===== src/sv/rfrb_pkg.sv =====
`timescale 1ns / 1ps
package rfrb_pkg;
	localparam int FRAME_SLOTS = 8;
	localparam int PKTS_PER_FRAME = 64;
	localparam int SLOT_W = $clog2(FRAME_SLOTS);
	localparam int POS_W = $clog2(PKTS_PER_FRAME);
	localparam int CNT_W = POS_W + 1;
	localparam int ADDR_W = SLOT_W + POS_W;
	localparam int FIU_W = 4;
	localparam int IN_W = 2 + 1 + 16 + 32 + 1 + 7 + 32 + 16 + 1;
	localparam int IN_BYTES_W = ((IN_W + 7) / 8) * 8;
	localparam int OUT_W = 3 + 32 + 16 + 16 + 7 + 32 + 32 * 4;
	localparam int OUT_BYTES_W = ((OUT_W + 7) / 8) * 8;

	localparam logic [1:0] FN_INSERT = 2'd0;
	localparam logic [1:0] FN_RESYNC = 2'd1;
	localparam logic [1:0] FN_COUNT = 2'd2;

	localparam logic [2:0] ST_BUFFERED = 3'd0;
	localparam logic [2:0] ST_EMIT = 3'd1;
	localparam logic [2:0] ST_NOSLOT = 3'd2;
	localparam logic [2:0] ST_FULL = 3'd3;
	localparam logic [2:0] ST_BADHDR = 3'd4;
	localparam logic [2:0] ST_RESYNC = 3'd5;
	localparam logic [2:0] ST_COUNTED = 3'd6;

	typedef struct packed {
		logic [15:0] seq;
		logic [31:0] handle;
		logic [15:0] len;
	} entry_t;

	typedef struct packed {
		logic        we;
		logic [ADDR_W-1:0] waddr;
		entry_t      wdata;
		logic [ADDR_W-1:0] raddr;
	} mem_req_t;
endpackage


===== src/sv/rfrb_ctrl.sv =====
`timescale 1ns / 1ps
module rfrb_ctrl (
	input  logic                       clk,
	input  logic                       arst_n,
	input  logic [rfrb_pkg::FIU_W-1:0] fiu,
	input  logic                       in_valid,
	output logic                       in_ready,
	input  logic [rfrb_pkg::IN_W-1:0]  in_bits,
	output logic                       out_valid,
	input  logic                       out_ready,
	output logic [rfrb_pkg::OUT_W-1:0] out_bits,
	output logic                       out_last,
	output rfrb_pkg::mem_req_t         req,
	input  rfrb_pkg::entry_t           rdata
);
	import rfrb_pkg::*;

	typedef enum logic [8:0] {
		S_IDLE  = 9'b000000001,
		S_DEC   = 9'b000000010,
		S_OLD   = 9'b000000100,
		S_FIND  = 9'b000001000,
		S_SHIFT = 9'b000010000,
		S_PICK  = 9'b000100000,
		S_CHK   = 9'b001000000,
		S_EMIT  = 9'b010000000,
		S_OUT   = 9'b100000000
	} state_t;

	state_t state_q;
	logic [1:0]  func_q;
	logic        hok_q, mark_q, rel_q;
	logic [15:0] seq_q, len_q;
	logic [31:0] ts_q, hdl_q;
	logic [6:0]  pt_q;

	logic [FRAME_SLOTS-1:0] sv_q;
	logic [31:0] sts_q [FRAME_SLOTS];
	logic [6:0]  spt_q [FRAME_SLOTS];
	logic [FRAME_SLOTS-1:0] smk_q;
	logic [CNT_W-1:0] scnt_q [FRAME_SLOTS];

	logic [15:0] exp_q;
	logic [31:0] lost_q, drop_q, dis_q, tot_q;

	logic [SLOT_W-1:0] slot_q, old_q;
	logic              old_ok_q;
	logic [SLOT_W:0]   si_q;
	logic [CNT_W-1:0]  i_q, n_q;
	logic              rd_pend_q;
	logic [15:0]       want_q;

	logic [2:0]  o_st_q;
	logic        o_last_q;
	entry_t      o_ent_q;
	logic [6:0]  o_pt_q;
	logic [31:0] o_ts_q;
	logic        out_v_q;
	logic        out_load;

	logic [FIU_W-1:0] lim;
	logic [3:0]       used;
	logic             hit;
	logic [SLOT_W-1:0] hit_s, free_s;
	logic             free_ok;

	always_comb begin
		lim = fiu;
		if (lim == '0) lim = FIU_W'(1);
		if (lim > FIU_W'(FRAME_SLOTS)) lim = FIU_W'(FRAME_SLOTS);
		used = '0;
		hit = 1'b0;
		hit_s = '0;
		free_ok = 1'b0;
		free_s = '0;
		for (int s = 0; s < FRAME_SLOTS; s++) begin
			if (sv_q[s]) begin
				used = used + 4'd1;
				if (sts_q[s] == ts_q) begin
					hit = 1'b1;
					hit_s = SLOT_W'(s);
				end
			end
		end
		for (int s = FRAME_SLOTS - 1; s >= 0; s--) begin
			if (!sv_q[s]) begin
				free_ok = 1'b1;
				free_s = SLOT_W'(s);
			end
		end
	end

	assign in_ready = (state_q == S_IDLE) && !out_v_q;
	assign out_valid = out_v_q;
	assign out_load = (!out_v_q || out_ready) &&
		((state_q == S_EMIT && rd_pend_q) || state_q == S_OUT);
	assign out_last = o_last_q;
	assign out_bits = {tot_q, dis_q, drop_q, lost_q, o_ts_q, o_pt_q,
		o_ent_q.seq, o_ent_q.len, o_ent_q.handle, o_st_q};

	logic [CNT_W-1:0] n_cur;
	assign n_cur = scnt_q[slot_q];

	always_comb begin
		req = '0;
		req.raddr = {old_q, i_q[POS_W-1:0]};
		unique case (state_q)
			S_FIND: req.raddr = {slot_q, i_q[POS_W-1:0]};
			S_SHIFT: begin
				req.raddr = {slot_q, POS_W'(n_q - CNT_W'(1))};
				if (rd_pend_q) begin
					req.we = 1'b1;
					req.waddr = {slot_q, n_q[POS_W-1:0]};
					req.wdata = rdata;
				end
			end
			S_PICK: begin
				req.we = 1'b1;
				req.waddr = {slot_q, i_q[POS_W-1:0]};
				req.wdata = '{seq: seq_q, handle: hdl_q, len: len_q};
			end
			default: ;
		endcase
	end

	always_ff @(posedge clk or negedge arst_n) begin
		if (!arst_n) begin
			state_q <= S_IDLE;
			sv_q <= '0;
			for (int s = 0; s < FRAME_SLOTS; s++) scnt_q[s] <= '0;
			exp_q <= '0;
			lost_q <= '0;
			drop_q <= '0;
			dis_q <= '0;
			tot_q <= '0;
			out_v_q <= 1'b0;
			rd_pend_q <= 1'b0;
		end else begin
			if (out_load) begin
				out_v_q <= 1'b1;
			end else if (out_ready) begin
				out_v_q <= 1'b0;
			end
			unique case (state_q)
				S_IDLE: begin
					if (in_valid && !out_v_q) begin
						{rel_q, len_q, hdl_q, pt_q, mark_q, ts_q, seq_q, hok_q, func_q} <= in_bits;
						state_q <= S_DEC;
					end
				end
				S_DEC: begin
					o_ent_q <= '0;
					o_pt_q <= '0;
					o_ts_q <= '0;
					o_last_q <= 1'b1;
					if (func_q == FN_RESYNC) begin
						exp_q <= seq_q;
						if (rel_q) lost_q <= lost_q + 32'd1;
						o_st_q <= ST_RESYNC;
						state_q <= S_OUT;
					end else if (func_q == FN_COUNT) begin
						tot_q <= tot_q + 32'd1;
						o_st_q <= ST_COUNTED;
						state_q <= S_OUT;
					end else if (func_q != FN_INSERT) begin
						state_q <= S_IDLE;
					end else if (!hok_q) begin
						o_st_q <= ST_BADHDR;
						state_q <= S_OUT;
					end else begin
						if ({16'd0, seq_q} == {16'd0, exp_q} + 32'd1) begin
							exp_q <= seq_q;
						end else if ({16'd0, seq_q} > {16'd0, exp_q} + 32'd1) begin
							dis_q <= dis_q + 32'd1;
							lost_q <= lost_q + ({16'd0, seq_q} - {16'd0, exp_q} - 32'd1);
							exp_q <= seq_q;
						end else begin
							dis_q <= dis_q + 32'd1;
							lost_q <= lost_q - ({16'd0, exp_q} - {16'd0, seq_q} - 32'd1);
						end
						if (hit) begin
							slot_q <= hit_s;
							if (!smk_q[hit_s]) smk_q[hit_s] <= mark_q;
							if (scnt_q[hit_s] == CNT_W'(PKTS_PER_FRAME)) begin
								o_st_q <= ST_FULL;
								state_q <= S_OUT;
							end else begin
								i_q <= '0;
								state_q <= S_FIND;
							end
						end else if (used < 4'(lim) && free_ok) begin
							slot_q <= free_s;
							sv_q[free_s] <= 1'b1;
							sts_q[free_s] <= ts_q;
							spt_q[free_s] <= pt_q;
							smk_q[free_s] <= mark_q;
							scnt_q[free_s] <= '0;
							i_q <= '0;
							state_q <= S_FIND;
						end else begin
							o_st_q <= ST_NOSLOT;
							si_q <= '0;
							old_ok_q <= 1'b0;
							state_q <= S_OLD;
						end
					end
				end
				S_OLD: begin
					if (si_q == (SLOT_W+1)'(FRAME_SLOTS)) begin
						if (old_ok_q) begin
							lost_q <= lost_q + 32'(scnt_q[old_q]);
							drop_q <= drop_q + 32'd1;
							sv_q[old_q] <= 1'b0;
							scnt_q[old_q] <= '0;
						end
						state_q <= S_OUT;
					end else begin
						if (sv_q[si_q[SLOT_W-1:0]] &&
						    (!old_ok_q || sts_q[si_q[SLOT_W-1:0]] < sts_q[old_q])) begin
							old_ok_q <= 1'b1;
							old_q <= si_q[SLOT_W-1:0];
						end
						si_q <= si_q + 1'b1;
					end
				end
				S_FIND: begin
					// Linear scan: read entry i, compare next cycle.
					if (!rd_pend_q) begin
						if (i_q == n_cur) begin
							n_q <= n_cur;
							state_q <= S_SHIFT;
						end else begin
							rd_pend_q <= 1'b1;
						end
					end else begin
						rd_pend_q <= 1'b0;
						if (seq_q > rdata.seq) begin
							i_q <= i_q + 1'b1;
						end else begin
							n_q <= n_cur;
							state_q <= S_SHIFT;
						end
					end
				end
				S_SHIFT: begin
					// Moves entries up from n down to i; n_q walks downward.
					if (!rd_pend_q) begin
						if (n_q == i_q) begin
							state_q <= S_PICK;
						end else begin
							rd_pend_q <= 1'b1;
						end
					end else begin
						rd_pend_q <= 1'b0;
						n_q <= n_q - 1'b1;
					end
				end
				S_PICK: begin
					scnt_q[slot_q] <= n_cur + 1'b1;
					si_q <= '0;
					old_ok_q <= 1'b0;
					state_q <= S_CHK;
					i_q <= '1;
				end
				S_CHK: begin
					if (&i_q) begin
						if (si_q == (SLOT_W+1)'(FRAME_SLOTS)) begin
							if (old_ok_q && scnt_q[old_q] != '0 && smk_q[old_q]) begin
								i_q <= '0;
								rd_pend_q <= 1'b0;
							end else begin
								o_st_q <= ST_BUFFERED;
								state_q <= S_OUT;
							end
						end else begin
							if (sv_q[si_q[SLOT_W-1:0]] &&
							    (!old_ok_q || sts_q[si_q[SLOT_W-1:0]] < sts_q[old_q])) begin
								old_ok_q <= 1'b1;
								old_q <= si_q[SLOT_W-1:0];
							end
							si_q <= si_q + 1'b1;
						end
					end else if (!rd_pend_q) begin
						if (i_q == scnt_q[old_q]) begin
							i_q <= '0;
							state_q <= S_EMIT;
						end else begin
							rd_pend_q <= 1'b1;
						end
					end else begin
						rd_pend_q <= 1'b0;
						if (i_q != '0 && rdata.seq != want_q) begin
							o_st_q <= ST_BUFFERED;
							state_q <= S_OUT;
						end else begin
							want_q <= rdata.seq + 16'd1;
							i_q <= i_q + 1'b1;
						end
					end
				end
				S_EMIT: begin
					if (!rd_pend_q) begin
						if (!out_v_q || out_ready) rd_pend_q <= 1'b1;
					end else if (out_load) begin
						rd_pend_q <= 1'b0;
						o_st_q <= ST_EMIT;
						o_ent_q <= rdata;
						o_pt_q <= spt_q[old_q];
						o_ts_q <= sts_q[old_q];
						o_last_q <= (i_q + 1'b1 == scnt_q[old_q]);
						if (i_q + 1'b1 == scnt_q[old_q]) begin
							sv_q[old_q] <= 1'b0;
							scnt_q[old_q] <= '0;
							state_q <= S_IDLE;
						end else begin
							i_q <= i_q + 1'b1;
						end
					end
				end
				S_OUT: begin
					if (out_load) begin
						state_q <= S_IDLE;
					end
				end
				default: state_q <= S_IDLE;
			endcase
		end
	end
endmodule


===== config.mk =====
export PLATFORM = sky130hd
export DESIGN_NAME = rfrb_ctrl
export DESIGN_NICKNAME = d
export VERILOG_FILES = /design/src/sv/rfrb_pkg.sv /design/src/sv/rfrb_ctrl.sv
export SDC_FILE = /design/constraint.sdc
export NUM_CORES = 2
export LEC_CHECK = 0
export BUFFER_PORTS_ARGS = -buffer_cell sky130_fd_sc_hd__buf_2
export CAP_MARGIN = 20
export CORE_ASPECT_RATIO = 1.5
export CORE_MARGIN = 3
export CORE_UTILIZATION = 50
export CTS_CLUSTER_DIAMETER = 80
export CTS_CLUSTER_SIZE = 24
export DETAILED_ROUTE_END_ITERATION = 7
export PLACE_DENSITY = 0.68
export SLEW_MARGIN = 20
export SYNTH_ARGS = -nofsm -noshare
export SYNTH_HDL_FRONTEND = slang
export SYNTH_SLANG_ARGS = --single-unit

===== constraint.sdc =====
create_clock -name clk -period 11.3 [get_ports clk]
set_input_delay 2.26 -clock clk [delete_from_list [all_inputs] [get_ports clk]]
set_output_delay 2.26 -clock clk [all_outputs]
set_load 0.05 [all_outputs]

==> flow_metrics.env <==
export IMPL_p_switching_w=0.003966
export IMPL_cts_root_buf="clkbuf_16"
export IMPL_fp_coreArea_mm2=0.09071
export IMPL_tightestPinTransition_ns=1.160
export IMPL_drt_pass1_iter_count=6
export IMPL_placed_cell_area_mm2=0.04956
export IMPL_rsz0062_at_grt="no"
export IMPL_setup_viol=0
export IMPL_routed_wl_mm=154.4
export IMPL_grt_use_total=0.3180
export IMPL_dr_first_iter_drc_count=3538
export IMPL_cap_violations=0
export IMPL_combPwrFrac=0.431
export IMPL_ios=500
export IMPL_r2r_start="exp_q[0]"
export IMPL_final_area_mm2=0.05089
export IMPL_drv_slew=0
export IMPL_cts_resized=0
export IMPL_switching_share=0.4179
export IMPL_relSlewSlack=0.2204
export IMPL_portBuffers=499
export IMPL_internal_power_w=0.005524
export IMPL_ys_flop_type="edfxtp_1"
export IMPL_r2r_end="lost_q[31]"
export IMPL_cts_setup_buffers=0
export IMPL_r2r_cells=29
export IMPL_synth_top_area_share=0.3769
export IMPL_die_w_um=253.4
export IMPL_yosysMostFrequentCell="edfxtp_1"
export IMPL_cpMaxStageDelayCell="nor4_2"
export IMPL_gr_total_overflow=0
export IMPL_seq_area_mm2=0.02291
export IMPL_synth_common_cells="576 x edfxtp_1, 362 x xnor2_1, 270 x nand2_1"
export IMPL_clock_latency_ns=0.65
export IMPL_yosysTopAreaCell="edfxtp_1"
export IMPL_tns_ns=0
export IMPL_async_flop_share=0.2734
export IMPL_initial_core_util=0.5059
export IMPL_dieArea_mm2=0.09553
export IMPL_grt_max_degree=138
export IMPL_cts_sinks=801
export IMPL_postRouteAntennaNets=0
export IMPL_cts_tree="built"
export IMPL_pwr_share_clk=0.187
export IMPL_clockBufferDepth=3
export IMPL_htree_levels=2
export IMPL_syn2layout_area_growth_pct=10.89
export IMPL_critPathRequiredTime_ns=11.83
export IMPL_ys_seq_area_frac=0.4990
export IMPL_end_kind="flip-flop"
export IMPL_yosysUniqueCellTypes=104
export IMPL_wl_per_cell_um=28.30
export IMPL_fill_cells=7726
export IMPL_die_h_um=377.0
export IMPL_ys_ff_latch=801
export IMPL_startpoint_type="flip-flop"
export IMPL_final_layout_size_suffix_gt1_frac=0.2121
export IMPL_p_leak_nw=19.90
export IMPL_synth_fp_nets=4194
export IMPL_routed_via_density=6.265
export IMPL_arrival_ns=8.42
export IMPL_skew_ns=0.03286
export IMPL_cts_hold_fix_buffers=0
export IMPL_nNetsFinal=4595
export IMPL_power_density_mw_per_mm2=186.5
export IMPL_synth_edf_count=576
export IMPL_cts_buffers_inserted=42
export IMPL_cp_common_cell="a21oi_1"
export IMPL_fin_crit_ns=7.889
export IMPL_min_period_over_period=0.6982
export IMPL_vias=34190
export IMPL_antenna_found_initial=8
export IMPL_whs_ns=0.4714
export IMPL_reg2reg_setup_slack_ns=3.41
export IMPL_grt_pass1_vias=34030
export IMPL_grt_pass1_wl_mm=223.4
export IMPL_status="finished clean"
export IMPL_hold_viol_final=0
export IMPL_hpwlAfterDp_mm=115.7
export IMPL_synthesis_area_mm2=0.04589
export IMPL_sequentialPowerShare=0.382
export IMPL_synthTopCellsByArea="edfxtp_1 38%, dfrtp_1 12%, mux4_2 8.0%"
export IMPL_row_count=135
export IMPL_postSynthAreaPerCell_um2=11.90
export IMPL_critPathMaxFanout=8
export IMPL_multiInputGateArea_mm2=0.02192
export IMPL_hp_class="reg2reg"
export IMPL_fmax_mhz=126.8
export IMPL_hold_depth=1
export IMPL_synth_warning_count=0
export IMPL_vdd_drop_max_v=0.0001316
export IMPL_clkTransAtPathRegs_ns=0.10
export IMPL_path_class="reg2reg"
export IMPL_slowest_delay_ns=0.65
export IMPL_whs_endpoint="dis_q[31]"
export IMPL_drcViolationCount=0
export IMPL_power_w=0.009490
export IMPL_holdCritStartpoint="dis_q[31]"
export IMPL_place_congestion=1.011
export IMPL_syn_inst=3856
state kept, by name, summed over array words and instances (netlist names), 4 cells and up, named ones only:
register	count
state_q	9
pt_q	7
dis_q	32
smk_q	8
sts_q	256
si_q	4
tot_q	32
want_q	16
i_q	7
len_q	16
scnt_q	56
seq_q	16
exp_q	16
lost_q	32
drop_q	32
ts_q	32
n_q	7
o_ts_q	32
out_bits	64
o_pt_q	7
spt_q	56
sv_q	8
hdl_q	32
worst max path at each step:
stage,endpoint,startpoint,slack [ns],depth (start not counted)
CTS,lost_q[31],exp_q[0],3.46,29
floorplan,spt_q[3][0],sv_q[0],1.79,25
global placement,lost_q[31],exp_q[0],3.49,29
global route,lost_q[31],seq_q[5],2.62,28
finish,lost_q[31],exp_q[0],3.41,29
detailed placement,lost_q[31],seq_q[0],3.49,30
worst max-delay path: cells and delay by family (launching register included):
| kind | cells | cell delay [ns] |
|---|---|---|
| AO/OA/AOI/OAI | 13 | 2.92 |
| XOR/XNOR | 3 | 0.63 |
| adder cells (fa/ha/maj) | 3 | 1.04 |
| flip-flops | 1 | 0.47 |
| AND/OR/NAND/NOR | 10 | 2.71 |
metrics by stage:
stage	setup slack [ns]	utilization	std cells
3_3_place_gp	3.487	0.5462	5375
2_1_floorplan	1.793	-	3856
4_1_cts	3.463	0.5608	5454
6_report	3.411	0.5610	5457
5_1_grt	2.619	0.5610	5455
3_5_place_dp	3.490	0.5464	5376
power by group through the flow:
| stage | clock (W) | combinational, W | sequential, W |
|---|---|---|---|
| after floorplan | 0 | 0.00269 | 0.00390 |
| after global placement | 0 | 0.00402 | 0.00368 |
| after detailed placement | 0 | 0.00403 | 0.00368 |
| after CTS | 0.00180 | 0.00405 | 0.00362 |
| after global routing | 0.00189 | 0.00444 | 0.00365 |
| final | 0.00177 | 0.00409 | 0.00362 |
layout make-up:
cell class	instances	share of cell area
diodes	2	0.00009835
clock buffers	66	0.02284
clock inverters	12	0.002975
inverters	108	0.007966
multi-input cells	2757	0.4307
flip-flops and latches	801	0.4502
well taps	1164	0.02862
repair buffers	547	0.05650
logic make-up after synthesis:
kind of cell,count (synthesis),synth area share
buffers and inverters,298,0.02631
adder cells (fa/ha/maj),158,0.04357
flip-flops,801,0.4990
AO/OA/AOI/OAI,646,0.09390
multiplexers,285,0.1084
AND/OR/NAND/NOR,1126,0.1244
XOR/XNOR,542,0.1044
layout by cell type, fill, tap and decap left out, types with 86 or more instances in the layout:
cell type	netlist	final
xnor2_1	362	362
inv_1	108	108
nand4_1	88	88
ha_1	155	155
nand2_1	270	270
mux4_2	164	164
buf_2	1	500
edfxtp_1	576	576
a22o_1	109	109
dfrtp_1	218	218
xor2_1	176	176
nand3_1	86	86
nor3_1	94	89
nor2_1	264	259
o21ai_0	173	172
a21oi_1	137	136
metal layers:
metal	global-route usage	routed length (µm)	up-vias
met1	0.3624	53750	16970
met2	0.5452	76350	1609
met3	0.04820	10560	471
li1	-	-	15140
met5	0	16	-
met4	0.2262	13730	2
(Power assumes the default switching activity.)
